<file path="src/rtl/core/lea128_block_encrypt_defines.svh">
// assertion macros shared by the lea128 block encrypt rtl
// expects clk_i and rst_ni in the scope of the module that uses them
`ifndef LEA128_BLOCK_ENCRYPT_DEFINES_SVH
`define LEA128_BLOCK_ENCRYPT_DEFINES_SVH

// checked at every rising edge, disabled while reset is asserted
`define LEA_ASSERT(label, prop) \
  label: assert property (@(posedge clk_i) disable iff (!rst_ni) prop) \
    else $error("lea128 assertion failed");

// checked at every rising edge, reset included
`define LEA_ASSERT_ALWAYS(label, prop) \
  label: assert property (@(posedge clk_i) prop) \
    else $error("lea128 assertion failed");

`endif

</file>
<file path="src/rtl/core/lea128_pkg.sv">
// shared types, sizes and round-key preset table for the lea128 block encrypt
// no dependencies
`timescale 1ns / 1ps

package lea128_pkg;

  localparam int ROUND_COUNT     = 24;
  localparam int WORDS_PER_ROUND = 4;
  localparam int WORD_W          = 32;
  localparam int SLOT_W          = 7;
  localparam int STORE_DEPTH     = ROUND_COUNT * WORDS_PER_ROUND;
  localparam int ROW_W           = (ROUND_COUNT > 1) ? $clog2(ROUND_COUNT) : 1;
  localparam int SEL_W           = $clog2(WORDS_PER_ROUND);
  localparam int ADDR_W          = ROW_W + SEL_W;
  localparam int IN_DATA_W       = 168;
  localparam int OUT_DATA_W      = WORDS_PER_ROUND * WORD_W;

  typedef logic [WORD_W-1:0] word_t;
  typedef word_t [WORDS_PER_ROUND-1:0] block_t;
  typedef logic [ROW_W-1:0] row_t;

  // controller to datapath and key store
  typedef struct packed {
    logic load_block;
    logic round_en;
    logic load_out;
    logic key_we;
    row_t rd_row;
  } cmd_t;

  // datapath to controller
  typedef struct packed {
    logic out_free;
  } sts_t;

  function automatic word_t swap_bytes(word_t v);
    return {v[7:0], v[15:8], v[23:16], v[31:24]};
  endfunction

  // pregenerated round keys, zero past the preset range
  function automatic word_t preset_word(logic [SLOT_W-1:0] idx);
    word_t w;
    case (idx)
      7'd0:  w = 32'h003a0fd4;  7'd1:  w = 32'h02497010;
      7'd2:  w = 32'h194f7db1;  7'd3:  w = 32'h090d0883;
      7'd4:  w = 32'h11fdcbb1;  7'd5:  w = 32'h9e98e0c8;
      7'd6:  w = 32'h18b570cf;  7'd7:  w = 32'h9dc53a79;
      7'd8:  w = 32'hf30f7bb5;  7'd9:  w = 32'h6d6628db;
      7'd10: w = 32'hb74e5dad;  7'd11: w = 32'ha65e46d0;
      7'd12: w = 32'h74120631;  7'd13: w = 32'hdac9bd17;
      7'd14: w = 32'hcd1ecf34;  7'd15: w = 32'h540f76f1;
      7'd16: w = 32'h662147db;  7'd17: w = 32'hc637c47a;
      7'd18: w = 32'h46518932;  7'd19: w = 32'h23269260;
      7'd20: w = 32'he4dd5047;  7'd21: w = 32'hf694285e;
      7'd22: w = 32'he1c2951d;  7'd23: w = 32'h8ca5242c;
      7'd24: w = 32'hbaf8e5ca;  7'd25: w = 32'h3e936cd7;
      7'd26: w = 32'h0fc7e5b1;  7'd27: w = 32'hf1c8fa8c;
      7'd28: w = 32'h5522b80c;  7'd29: w = 32'hee22ca78;
      7'd30: w = 32'h8a6fa8b3;  7'd31: w = 32'h65637b74;
      7'd32: w = 32'h8a19279e;  7'd33: w = 32'h6fb40ffe;
      7'd34: w = 32'h85c5f092;  7'd35: w = 32'h92cc9f25;
      7'd36: w = 32'h9dde584c;  7'd37: w = 32'hcb00c87f;
      7'd38: w = 32'h4780ad66;  7'd39: w = 32'he61b5dcb;
      7'd40: w = 32'h4fa10466;  7'd41: w = 32'hf728e276;
      7'd42: w = 32'hd255411b;  7'd43: w = 32'h656839ad;
      7'd44: w = 32'h9250d058;  7'd45: w = 32'h51bd501f;
      7'd46: w = 32'h1cb40dae;  7'd47: w = 32'h1abf218d;
      7'd48: w = 32'h21dd192d;  7'd49: w = 32'h77c644e2;
      7'd50: w = 32'hcabfaa45;  7'd51: w = 32'h681c207d;
      7'd52: w = 32'hde7ac372;  7'd53: w = 32'h9436afd0;
      7'd54: w = 32'h10331d80;  7'd55: w = 32'hf326fe98;
      7'd56: w = 32'hfb3ac3d4;  7'd57: w = 32'h93df660e;
      7'd58: w = 32'h2f65d8a3;  7'd59: w = 32'hdf92e761;
      7'd60: w = 32'h27620087;  7'd61: w = 32'h265ef76e;
      7'd62: w = 32'h4fb29864;  7'd63: w = 32'h2656ed1a;
      7'd64: w = 32'h227b88ec;  7'd65: w = 32'hd0b3fa6f;
      7'd66: w = 32'hc86a08fd;  7'd67: w = 32'ha864cba9;
      7'd68: w = 32'hf1002361;  7'd69: w = 32'he5e85fc3;
      7'd70: w = 32'h1f0b0408;  7'd71: w = 32'h488e7ac4;
      7'd72: w = 32'hc65415d5;  7'd73: w = 32'h51e176b6;
      7'd74: w = 32'heca88bf9;  7'd75: w = 32'hedb89ece;
      7'd76: w = 32'h9b6fb99c;  7'd77: w = 32'h0548254b;
      7'd78: w = 32'h8de9f7c2;  7'd79: w = 32'hb6b4d146;
      7'd80: w = 32'h7257f134;  7'd81: w = 32'h06051a42;
      7'd82: w = 32'h36bcef01;  7'd83: w = 32'hb649d524;
      7'd84: w = 32'ha540fb03;  7'd85: w = 32'h34b196e6;
      7'd86: w = 32'hf7c80dad;  7'd87: w = 32'h71bc7dc4;
      7'd88: w = 32'h8fbee745;  7'd89: w = 32'hcf744123;
      7'd90: w = 32'h907c0a60;  7'd91: w = 32'h8215ec35;
      7'd92: w = 32'h0bf6adba;  7'd93: w = 32'hdf69029d;
      7'd94: w = 32'h5b72305a;  7'd95: w = 32'hcb47c19f;
      default: w = '0;
    endcase
    return w;
  endfunction

endpackage

</file>
<file path="src/rtl/core/lea128_keys.sv">
// round-key store: one row of four key words per round, per-word valid bits
// depends on lea128_pkg
`timescale 1ns / 1ps

module lea128_keys (
  input  logic                          clk_i,
  input  logic                          rst_ni,
  input  lea128_pkg::cmd_t              cmd_i,
  input  logic [lea128_pkg::ADDR_W-1:0] wr_addr_i,
  input  lea128_pkg::word_t             wr_data_i,
  output lea128_pkg::block_t            key_o
);

  localparam int WPR   = lea128_pkg::WORDS_PER_ROUND;
  localparam int SEL_W = lea128_pkg::SEL_W;

  lea128_pkg::block_t              mem_q [lea128_pkg::ROUND_COUNT];
  logic [lea128_pkg::STORE_DEPTH-1:0] vld_q;
  lea128_pkg::block_t              rd_data_q;
  logic [WPR-1:0]                  rd_vld_q;
  lea128_pkg::row_t                rd_row_q;

  logic [lea128_pkg::ROW_W-1:0] wr_row;
  logic [SEL_W-1:0]             wr_sel;

  assign wr_row = wr_addr_i[lea128_pkg::ADDR_W-1:SEL_W];
  assign wr_sel = wr_addr_i[SEL_W-1:0];

  always_ff @(posedge clk_i) begin
    if (cmd_i.key_we) begin
      mem_q[wr_row][wr_sel] <= wr_data_i;
    end
    rd_data_q <= mem_q[cmd_i.rd_row];
    rd_row_q  <= cmd_i.rd_row;
  end

  // never-written words fall back to the preset table
  always_ff @(posedge clk_i or negedge rst_ni) begin
    if (!rst_ni) begin
      vld_q    <= '0;
      rd_vld_q <= '0;
    end else begin
      if (cmd_i.key_we) begin
        vld_q[wr_addr_i] <= 1'b1;
      end
      rd_vld_q <= vld_q[{cmd_i.rd_row, {SEL_W{1'b0}}} +: WPR];
    end
  end

  always_comb begin
    for (int j = 0; j < WPR; j++) begin
      key_o[j] = rd_vld_q[j] ? rd_data_q[j]
               : lea128_pkg::preset_word(lea128_pkg::SLOT_W'({rd_row_q, SEL_W'(j)}));
    end
  end

endmodule

</file>
<file path="src/rtl/core/lea128_dp.sv">
// datapath: block state, one shared round unit and the output register
// depends on lea128_pkg
`timescale 1ns / 1ps

module lea128_dp (
  input  logic                 clk_i,
  input  logic                 rst_ni,
  input  lea128_pkg::cmd_t     cmd_i,
  output lea128_pkg::sts_t     sts_o,
  input  lea128_pkg::block_t   blk_i,
  input  lea128_pkg::block_t   key_i,
  output lea128_pkg::block_t   out_o,
  output logic                 out_valid_o,
  input  logic                 out_ready_i
);

  lea128_pkg::block_t x_q, x_d;
  lea128_pkg::block_t out_q, out_d;
  logic               out_valid_q, out_valid_d;

  lea128_pkg::word_t s0, s1, s2;

  assign s0 = (x_q[0] ^ key_i[0]) + (x_q[1] ^ key_i[1]);
  assign s1 = (x_q[1] ^ key_i[2]) + (x_q[2] ^ key_i[1]);
  assign s2 = (x_q[2] ^ key_i[3]) + (x_q[3] ^ key_i[1]);

  always_comb begin
    x_d = x_q;
    if (cmd_i.load_block) begin
      for (int j = 0; j < lea128_pkg::WORDS_PER_ROUND; j++) begin
        x_d[j] = lea128_pkg::swap_bytes(blk_i[j]);
      end
    end else if (cmd_i.round_en) begin
      x_d[0] = {s0[22:0], s0[31:23]};
      x_d[1] = {s1[4:0], s1[31:5]};
      x_d[2] = {s2[2:0], s2[31:3]};
      x_d[3] = x_q[0];
    end
  end

  always_comb begin
    out_d       = out_q;
    out_valid_d = out_valid_q;
    if (out_valid_q && out_ready_i) begin
      out_valid_d = 1'b0;
    end
    if (cmd_i.load_out) begin
      out_valid_d = 1'b1;
      for (int j = 0; j < lea128_pkg::WORDS_PER_ROUND; j++) begin
        out_d[j] = lea128_pkg::swap_bytes(x_q[j]);
      end
    end
  end

  always_ff @(posedge clk_i) begin
    x_q   <= x_d;
    out_q <= out_d;
  end

  always_ff @(posedge clk_i or negedge rst_ni) begin
    if (!rst_ni) begin
      out_valid_q <= 1'b0;
    end else begin
      out_valid_q <= out_valid_d;
    end
  end

  assign sts_o.out_free = !out_valid_q || out_ready_i;
  assign out_o          = out_q;
  assign out_valid_o    = out_valid_q;

endmodule

</file>
<file path="src/rtl/core/lea128_ctrl.sv">
// controller: accepts items, sequences the rounds, hands off the result
// depends on lea128_pkg and lea128_block_encrypt_defines.svh
`timescale 1ns / 1ps
`include "lea128_block_encrypt_defines.svh"

module lea128_ctrl (
  input  logic                          clk_i,
  input  logic                          rst_ni,
  input  logic                          in_valid_i,
  output logic                          in_ready_o,
  input  logic                          mode_i,
  input  logic [lea128_pkg::SLOT_W-1:0] key_slot_i,
  input  lea128_pkg::sts_t              sts_i,
  output lea128_pkg::cmd_t              cmd_o
);

  typedef enum logic [2:0] {
    ST_IDLE = 3'b001,
    ST_RUN  = 3'b010,
    ST_DONE = 3'b100
  } state_e;

  localparam int CMP_W = lea128_pkg::SLOT_W + 1;

  state_e           state_q, state_d;
  lea128_pkg::row_t cnt_q, cnt_d;
  logic             accept;
  logic             last;
  logic             slot_ok;

  assign in_ready_o = (state_q == ST_IDLE);
  assign accept     = in_valid_i && in_ready_o;
  assign last       = (cnt_q == lea128_pkg::ROW_W'(lea128_pkg::ROUND_COUNT - 1));
  assign slot_ok    = CMP_W'(key_slot_i) < CMP_W'(lea128_pkg::STORE_DEPTH);

  always_comb begin
    state_d = state_q;
    cnt_d   = cnt_q;
    cmd_o   = '0;
    unique case (state_q)
      ST_IDLE: begin
        cnt_d = '0;
        if (accept && mode_i) begin
          cmd_o.key_we = slot_ok;
        end else if (accept) begin
          cmd_o.load_block = 1'b1;
          state_d          = ST_RUN;
        end
      end
      ST_RUN: begin
        cmd_o.round_en = 1'b1;
        if (last) begin
          cnt_d   = '0;
          state_d = ST_DONE;
        end else begin
          cnt_d        = cnt_q + 1'b1;
          cmd_o.rd_row = cnt_q + 1'b1;
        end
      end
      ST_DONE: begin
        if (sts_i.out_free) begin
          cmd_o.load_out = 1'b1;
          state_d        = ST_IDLE;
        end
      end
      default: begin
        state_d = ST_IDLE;
      end
    endcase
  end

  always_ff @(posedge clk_i or negedge rst_ni) begin
    if (!rst_ni) begin
      state_q <= ST_IDLE;
      cnt_q   <= '0;
    end else begin
      state_q <= state_d;
      cnt_q   <= cnt_d;
    end
  end

  `LEA_ASSERT(a_last_round_done, (state_q == ST_RUN && last) |=> (state_q == ST_DONE))
  `LEA_ASSERT(a_start_at_round0, cmd_o.load_block |=> (state_q == ST_RUN && cnt_q == '0))
  `LEA_ASSERT(a_load_out_free, cmd_o.load_out |-> sts_i.out_free)
  `LEA_ASSERT_ALWAYS(a_key_we_idle, cmd_o.key_we |-> (accept && mode_i))

endmodule

</file>
<file path="src/rtl/core/lea128_block_encrypt.sv">
// top level of the lea128 block encrypt: stream ports, controller, key store, datapath
// depends on lea128_pkg, lea128_ctrl, lea128_keys and lea128_dp
`timescale 1ns / 1ps

// lea-128 encryption of one 128-bit block per item over 24 rounds, with a
// writable 96-word round-key store that comes out of reset holding the
// pregenerated round keys. s_axis_tuser_i selects the item kind: 0 encrypts
// the four block words, 1 writes key_value into round-key word key_slot
// (slots past the store depth are dropped) and gives no result. for an
// encrypt item the accepting edge loads the block and fetches the first
// key row, then the rounds run one per cycle on the single shared round
// unit, which reads one 4-word key row per cycle from the key store, and
// the result moves into the output register once the output is free. a
// key write goes into the store at the edge that accepts it. the next item
// is taken as soon as the previous one has moved into the output register,
// even while that result still waits on m_axis_tready_i; a result that
// cannot be handed over holds the round unit until the output frees up.
// words are byte-swapped on entry and again on exit

module lea128_block_encrypt (
  input  logic         clk_i,
  input  logic         rst_ni,
  // input item stream
  input  logic         s_axis_tvalid_i,
  output logic         s_axis_tready_o,
  // block_word_0 [31:0], block_word_1 [63:32], block_word_2 [95:64],
  // block_word_3 [127:96], key_slot [134:128], key_value [166:135], zero [167]
  input  logic [167:0] s_axis_tdata_i,
  // mode [0]
  input  logic         s_axis_tuser_i,
  // result stream
  output logic         m_axis_tvalid_o,
  input  logic         m_axis_tready_i,
  // cipher_word_0 [31:0], cipher_word_1 [63:32], cipher_word_2 [95:64],
  // cipher_word_3 [127:96]
  output logic [127:0] m_axis_tdata_o
);

  localparam int BLK_W = lea128_pkg::OUT_DATA_W;

  lea128_pkg::cmd_t   cmd;
  lea128_pkg::sts_t   sts;
  lea128_pkg::block_t blk;
  lea128_pkg::block_t key;
  lea128_pkg::block_t out_blk;

  logic [lea128_pkg::SLOT_W-1:0] key_slot;
  lea128_pkg::word_t             key_value;

  // unpack the input item
  assign blk       = s_axis_tdata_i[BLK_W-1:0];
  assign key_slot  = s_axis_tdata_i[BLK_W +: lea128_pkg::SLOT_W];
  assign key_value = s_axis_tdata_i[BLK_W + lea128_pkg::SLOT_W +: lea128_pkg::WORD_W];

  // fsm: item acceptance, round count, output handoff
  lea128_ctrl u_ctrl (
    .clk_i      (clk_i),
    .rst_ni     (rst_ni),
    .in_valid_i (s_axis_tvalid_i),
    .in_ready_o (s_axis_tready_o),
    .mode_i     (s_axis_tuser_i),
    .key_slot_i (key_slot),
    .sts_i      (sts),
    .cmd_o      (cmd)
  );

  // round-key rows, one row read per cycle
  lea128_keys u_keys (
    .clk_i     (clk_i),
    .rst_ni    (rst_ni),
    .cmd_i     (cmd),
    .wr_addr_i (key_slot[lea128_pkg::ADDR_W-1:0]),
    .wr_data_i (key_value),
    .key_o     (key)
  );

  // block state, round unit and output register
  lea128_dp u_dp (
    .clk_i       (clk_i),
    .rst_ni      (rst_ni),
    .cmd_i       (cmd),
    .sts_o       (sts),
    .blk_i       (blk),
    .key_i       (key),
    .out_o       (out_blk),
    .out_valid_o (m_axis_tvalid_o),
    .out_ready_i (m_axis_tready_i)
  );

  assign m_axis_tdata_o = out_blk;

endmodule
</file>
<file path="config.mk">
export PLATFORM = sky130hd
export DESIGN_NAME = lea128_block_encrypt
export DESIGN_NICKNAME = d
export VERILOG_FILES = /design/src/rtl/core/lea128_pkg.sv /design/src/rtl/core/lea128_keys.sv /design/src/rtl/core/lea128_dp.sv /design/src/rtl/core/lea128_ctrl.sv /design/src/rtl/core/lea128_block_encrypt.sv
export VERILOG_INCLUDE_DIRS = /design/src /design/src/rtl/core
export SDC_FILE = /design/constraint.sdc
export NUM_CORES = 2
export LEC_CHECK = 0
export BUFFER_PORTS_ARGS = -buffer_cell sky130_fd_sc_hd__buf_4
export CORE_ASPECT_RATIO = 1.75
export CORE_MARGIN = 8
export CORE_UTILIZATION = 60
export DETAILED_ROUTE_END_ITERATION = 8
export PLACE_DENSITY = 0.77
export SLEW_MARGIN = 5
export SYNTH_ARGS = -nofsm -noshare
export SYNTH_HDL_FRONTEND = slang
export SYNTH_SLANG_ARGS = --single-unit
</file>
<file path="constraint.sdc">
create_clock -name clk_i -period 14.6 [get_ports clk_i]
set_clock_uncertainty 0.1 [all_clocks]
set_input_delay 2.92 -clock clk_i [delete_from_list [all_inputs] [get_ports clk_i]]
set_output_delay 2.92 -clock clk_i [all_outputs]
set_load 0.05 [all_outputs]
</file>
==> flow_summary_export.csv <==
group,metric,value,unit
route,wl_per_cell,37.3,µm
worst_setup_path,crit_top_cell,"buf_4",
worst_setup_path,start_kind,"flop",
synth,synth_top_area_share,69.0,%
power_and_ir_drop,p_leak,52.9,nW
synth,synth.distinct_cells,87,
final_layout,regArea,105000,µm²
synth,ys_warn_count,0,
synth,synth_enable_flop_cells,3328,
outcome,status,"finished with violations",
synth,synth_common_cells,"3,328 x edfxtp_1, 1,150 x nand2_1, 792 x mux4_2",
cts,cts_setup_buffers,0,
synth,yosysSeqAreaShare,72.8,%
sta,rsz0062_at_grt,"no",
sta,finalHoldViolCount,0,
synth,syn_avg_cell_area,17.4,µm²
floorplanning,ios,303,
global_routing,grt_pass1_vias,82700,
floorplanning,rows,238,
sta,setup_viol,0,
synth,yosys_register_bits,3570,
sta,fin_tns_setup,0,ns
worst_setup_path,critical_path_class,"flop to flop",
cts,cts_made_buffers,307,
synth,yosysTopAreaCell,"edfxtp_1",
power_and_ir_drop,irDropWorstVdd,109,µV
cts,clock_path_buffers,4,
worst_setup_path,cp_max_fo,40,
route,vias,82600,
worst_setup_path,required,15.05,ns
cts,cts_tree,"yes",
synth,synth_nets,8609,
cts,clk_latency,0.86,ns
power_and_ir_drop,sequentialPowerShare,52.9,%
outcome,failed_checks,"capacitance limit, slew limit",
final_layout,synthToLayoutAreaGrowth,11.5,%
sta,period_share,49.4,%
global_routing,grt_pass1_wl,629,mm
worst_setup_path,crit_path_start,"u_keys.rd_row_q[3]$_DFF_P_",
route,drt-total-wl,452,mm
final_layout,multiInputGateArea,37600,µm²
worst_setup_path,cp.arrival,7.67,ns
synth,syn_inst,8339,
cts,cts.sinks,3570,
worst_setup_path,path_cells,"buf_4 > buf_4 > nand2_1 > o311ai_0 > mux2i_1 > xnor2_1 > ha_1 > nand3_1 > nor4_1 > nand4_1 > a21boi_1 > a211oi_1 > buf_4 > a21oi_1 > a31oi_1 > xnor2_1 > o21ai_0",
route,via_per_inst,6.81,
route,drt-initial-drc-count,10100,
sta,post-route-min-period,7.22,ns
place,port_buffers,301,
floorplanning,fp.dieW,387,µm
sta,worst_slack,7.38,ns
hold_path,min_from,"u_keys.vld_q[45]$_DFFE_PN0P_",
power_and_ir_drop,switching_power,5.13,mW
hold_path,hold_path_class,"flop to flop",
final_layout,drive_gt1_share,22.8,%
cts,cts_resized,0,
cts,htreeDepth,5,
place,hpwl,281,mm
global_routing,grt_max_degree,134,
worst_setup_path,worst_r2r_startpoint,"u_keys.rd_row_q[3]$_DFF_P_",
route,dr.pass1.iters,7,
synth,synth_most_common_cell,"edfxtp_1",
route,drc,0,
power_and_ir_drop,power_frac_comb,9.3,%
global_routing,overflow,0,
sta,slew_violations,2,
place,place_area,151000,µm²
route,detail-route-antenna-nets,0,
synth,post_synth_main_area_contributors,"edfxtp_1 69%, mux4_2 12%, nand2_1 3.0%",
floorplanning,dieArea,258000,µm²
synth,netlist_area,145000,µm²
power_and_ir_drop,swShare,23.5,%
power_and_ir_drop,p_per_area,135,nW/µm²
worst_setup_path,max_stage_delay,1.47,ns
worst_setup_path,end_kind,"flop",
cts,clkTransAtPathRegs,0.07,ns
final_layout,fin_area,161000,µm²
global_routing,grt_usage,34.4,%
floorplanning,core_area,240000,µm²
power_and_ir_drop,power_frac_clock,37.9,%
job,drv_cap,2,
sta,slew-limit-headroom,-1.80,%
synth,synthArstFlopShare,3.05,%
worst_setup_path,critPathBufInv,3,
place,gp_congestion,1.03,
sta,max_freq,139,MHz
cts,postCtsHoldBufs,0,
power_and_ir_drop,fin_total_pwr,21.8,mW
synth,synth_top_flop_cell,"edfxtp_1",
floorplanning,initial_core_util,60.3,%
global_routing,antenna_found_initial,46,
cts,cts-root-buf,"clkbuf_16",
worst_setup_path,worst_path_max_delay_cell,"o311ai_0",
final_layout,nNetsFinal,8998,
place,dpl_worst_slack,7.78,ns
floorplanning,die_height,666,µm
power_and_ir_drop,p_int,16.7,mW
sta,tightest_slew,1.51,ns
final_layout,num-fill-cells,15100,
worst_setup_path,crit_family,"compound AO/OA/AOI/OAI gates",
final timing paths:
path                                                end  slack, ns  cells past startpoint
max                              u_dp.x_q[92]$_DFFE_PP_       7.38                     17
min                        u_keys.vld_q[45]$_DFFE_PN0P_       0.37                      1
max reg2reg                      u_dp.x_q[92]$_DFFE_PP_       7.38                     17
min reg2reg                u_keys.vld_q[45]$_DFFE_PN0P_       0.37                      1
max in group asynchronous  u_keys.rd_vld_q[1]$_DFF_PN0_      11.12                      2
min in group asynchronous  u_keys.vld_q[30]$_DFFE_PN0P_       1.91                      1
layout by cell type, fill, tap and decap left out, drive strengths merged, types with 108 or more instances in the layout:
cell	count
mux4	792
edfxtp	3328
nor2	430
nand2	1151
a21oi	295
dfxtp	133
o21ai	250
buf	560
xor2	112
and3	136
dfrtp	108
a31oi	271
clkbuf	387
xnor2	160
layout make-up:
cell class | count | area share, %
Tap cell | 3120 | 2.42
Clock buffer | 387 | 5.13
Timing Repair Buffer | 560 | 2.70
Antenna cell | 39 | 0.0605
Inverter | 32 | 0.0822
Multi-Input combinational cell | 4257 | 23.3
Sequential cell | 3570 | 65.3
Clock inverter | 160 | 1.04
routing by layer:
metal	wire length, µm	GRT usage (%)	share of wire (%)
met2	227000	58.8	50
met3	39200	5.44	8.7
met4	39600	23.4	8.8
met5	158	0	0.035
met1	145000	40.3	32
kinds of logic (layout without fill, tap and decap cells):
family | count (synthesis) | count (layout) | synth area share (%)
xor+xnor | 272 | 272 | 1.65
compound gates | 1087 | 1087 | 4.55
other cells | 0 | 39 | 0
fa+ha+maj | 97 | 97 | 0.854
buf+inv | 512 | 1139 | 1.82
flops | 3570 | 3570 | 72.8
mux | 825 | 825 | 12.6
simple gates | 1976 | 1976 | 5.80
flip-flops by register name (all words and copies together) (netlist names):
signal and count:
u_keys.mem_q 3072, u_dp.out_o 128, u_dp.x_q 128, u_keys.rd_data_q 128, u_keys.vld_q 96, u_ctrl.cnt_q 5
u_keys.rd_row_q 5, u_keys.rd_vld_q 4, u_ctrl.state_q 3, u_dp.out_valid_o 1
power groups by stage:
stage	registers, mW	logic [mW]	clock network, mW
5_1_grt	11.5	2.15	8.67
4_1_cts	11.5	2.01	8.33
2_1_floorplan	11.6	1.20	0
3_3_place_gp	11.7	1.97	0
3_5_place_dp	11.8	1.99	0
6_report	11.5	2.03	8.26
per-stage QoR:
| step | instances | hold WS, ns | utilization (%) |
|---|---|---|---|
| 3_5_place_dp | 11500 | 0.349 | 63.1 |
| 4_1_cts | 12100 | 0.368 | 67.2 |
| 5_1_grt | 12100 | 0.382 | 67.2 |
| 6_report | 12100 | 0.371 | 67.2 |
| 2_1_floorplan | 8339 | 0.334 | - |
| 3_3_place_gp | 11500 | 0.345 | 63.1 |
Power figures use the tool's default switching activity.
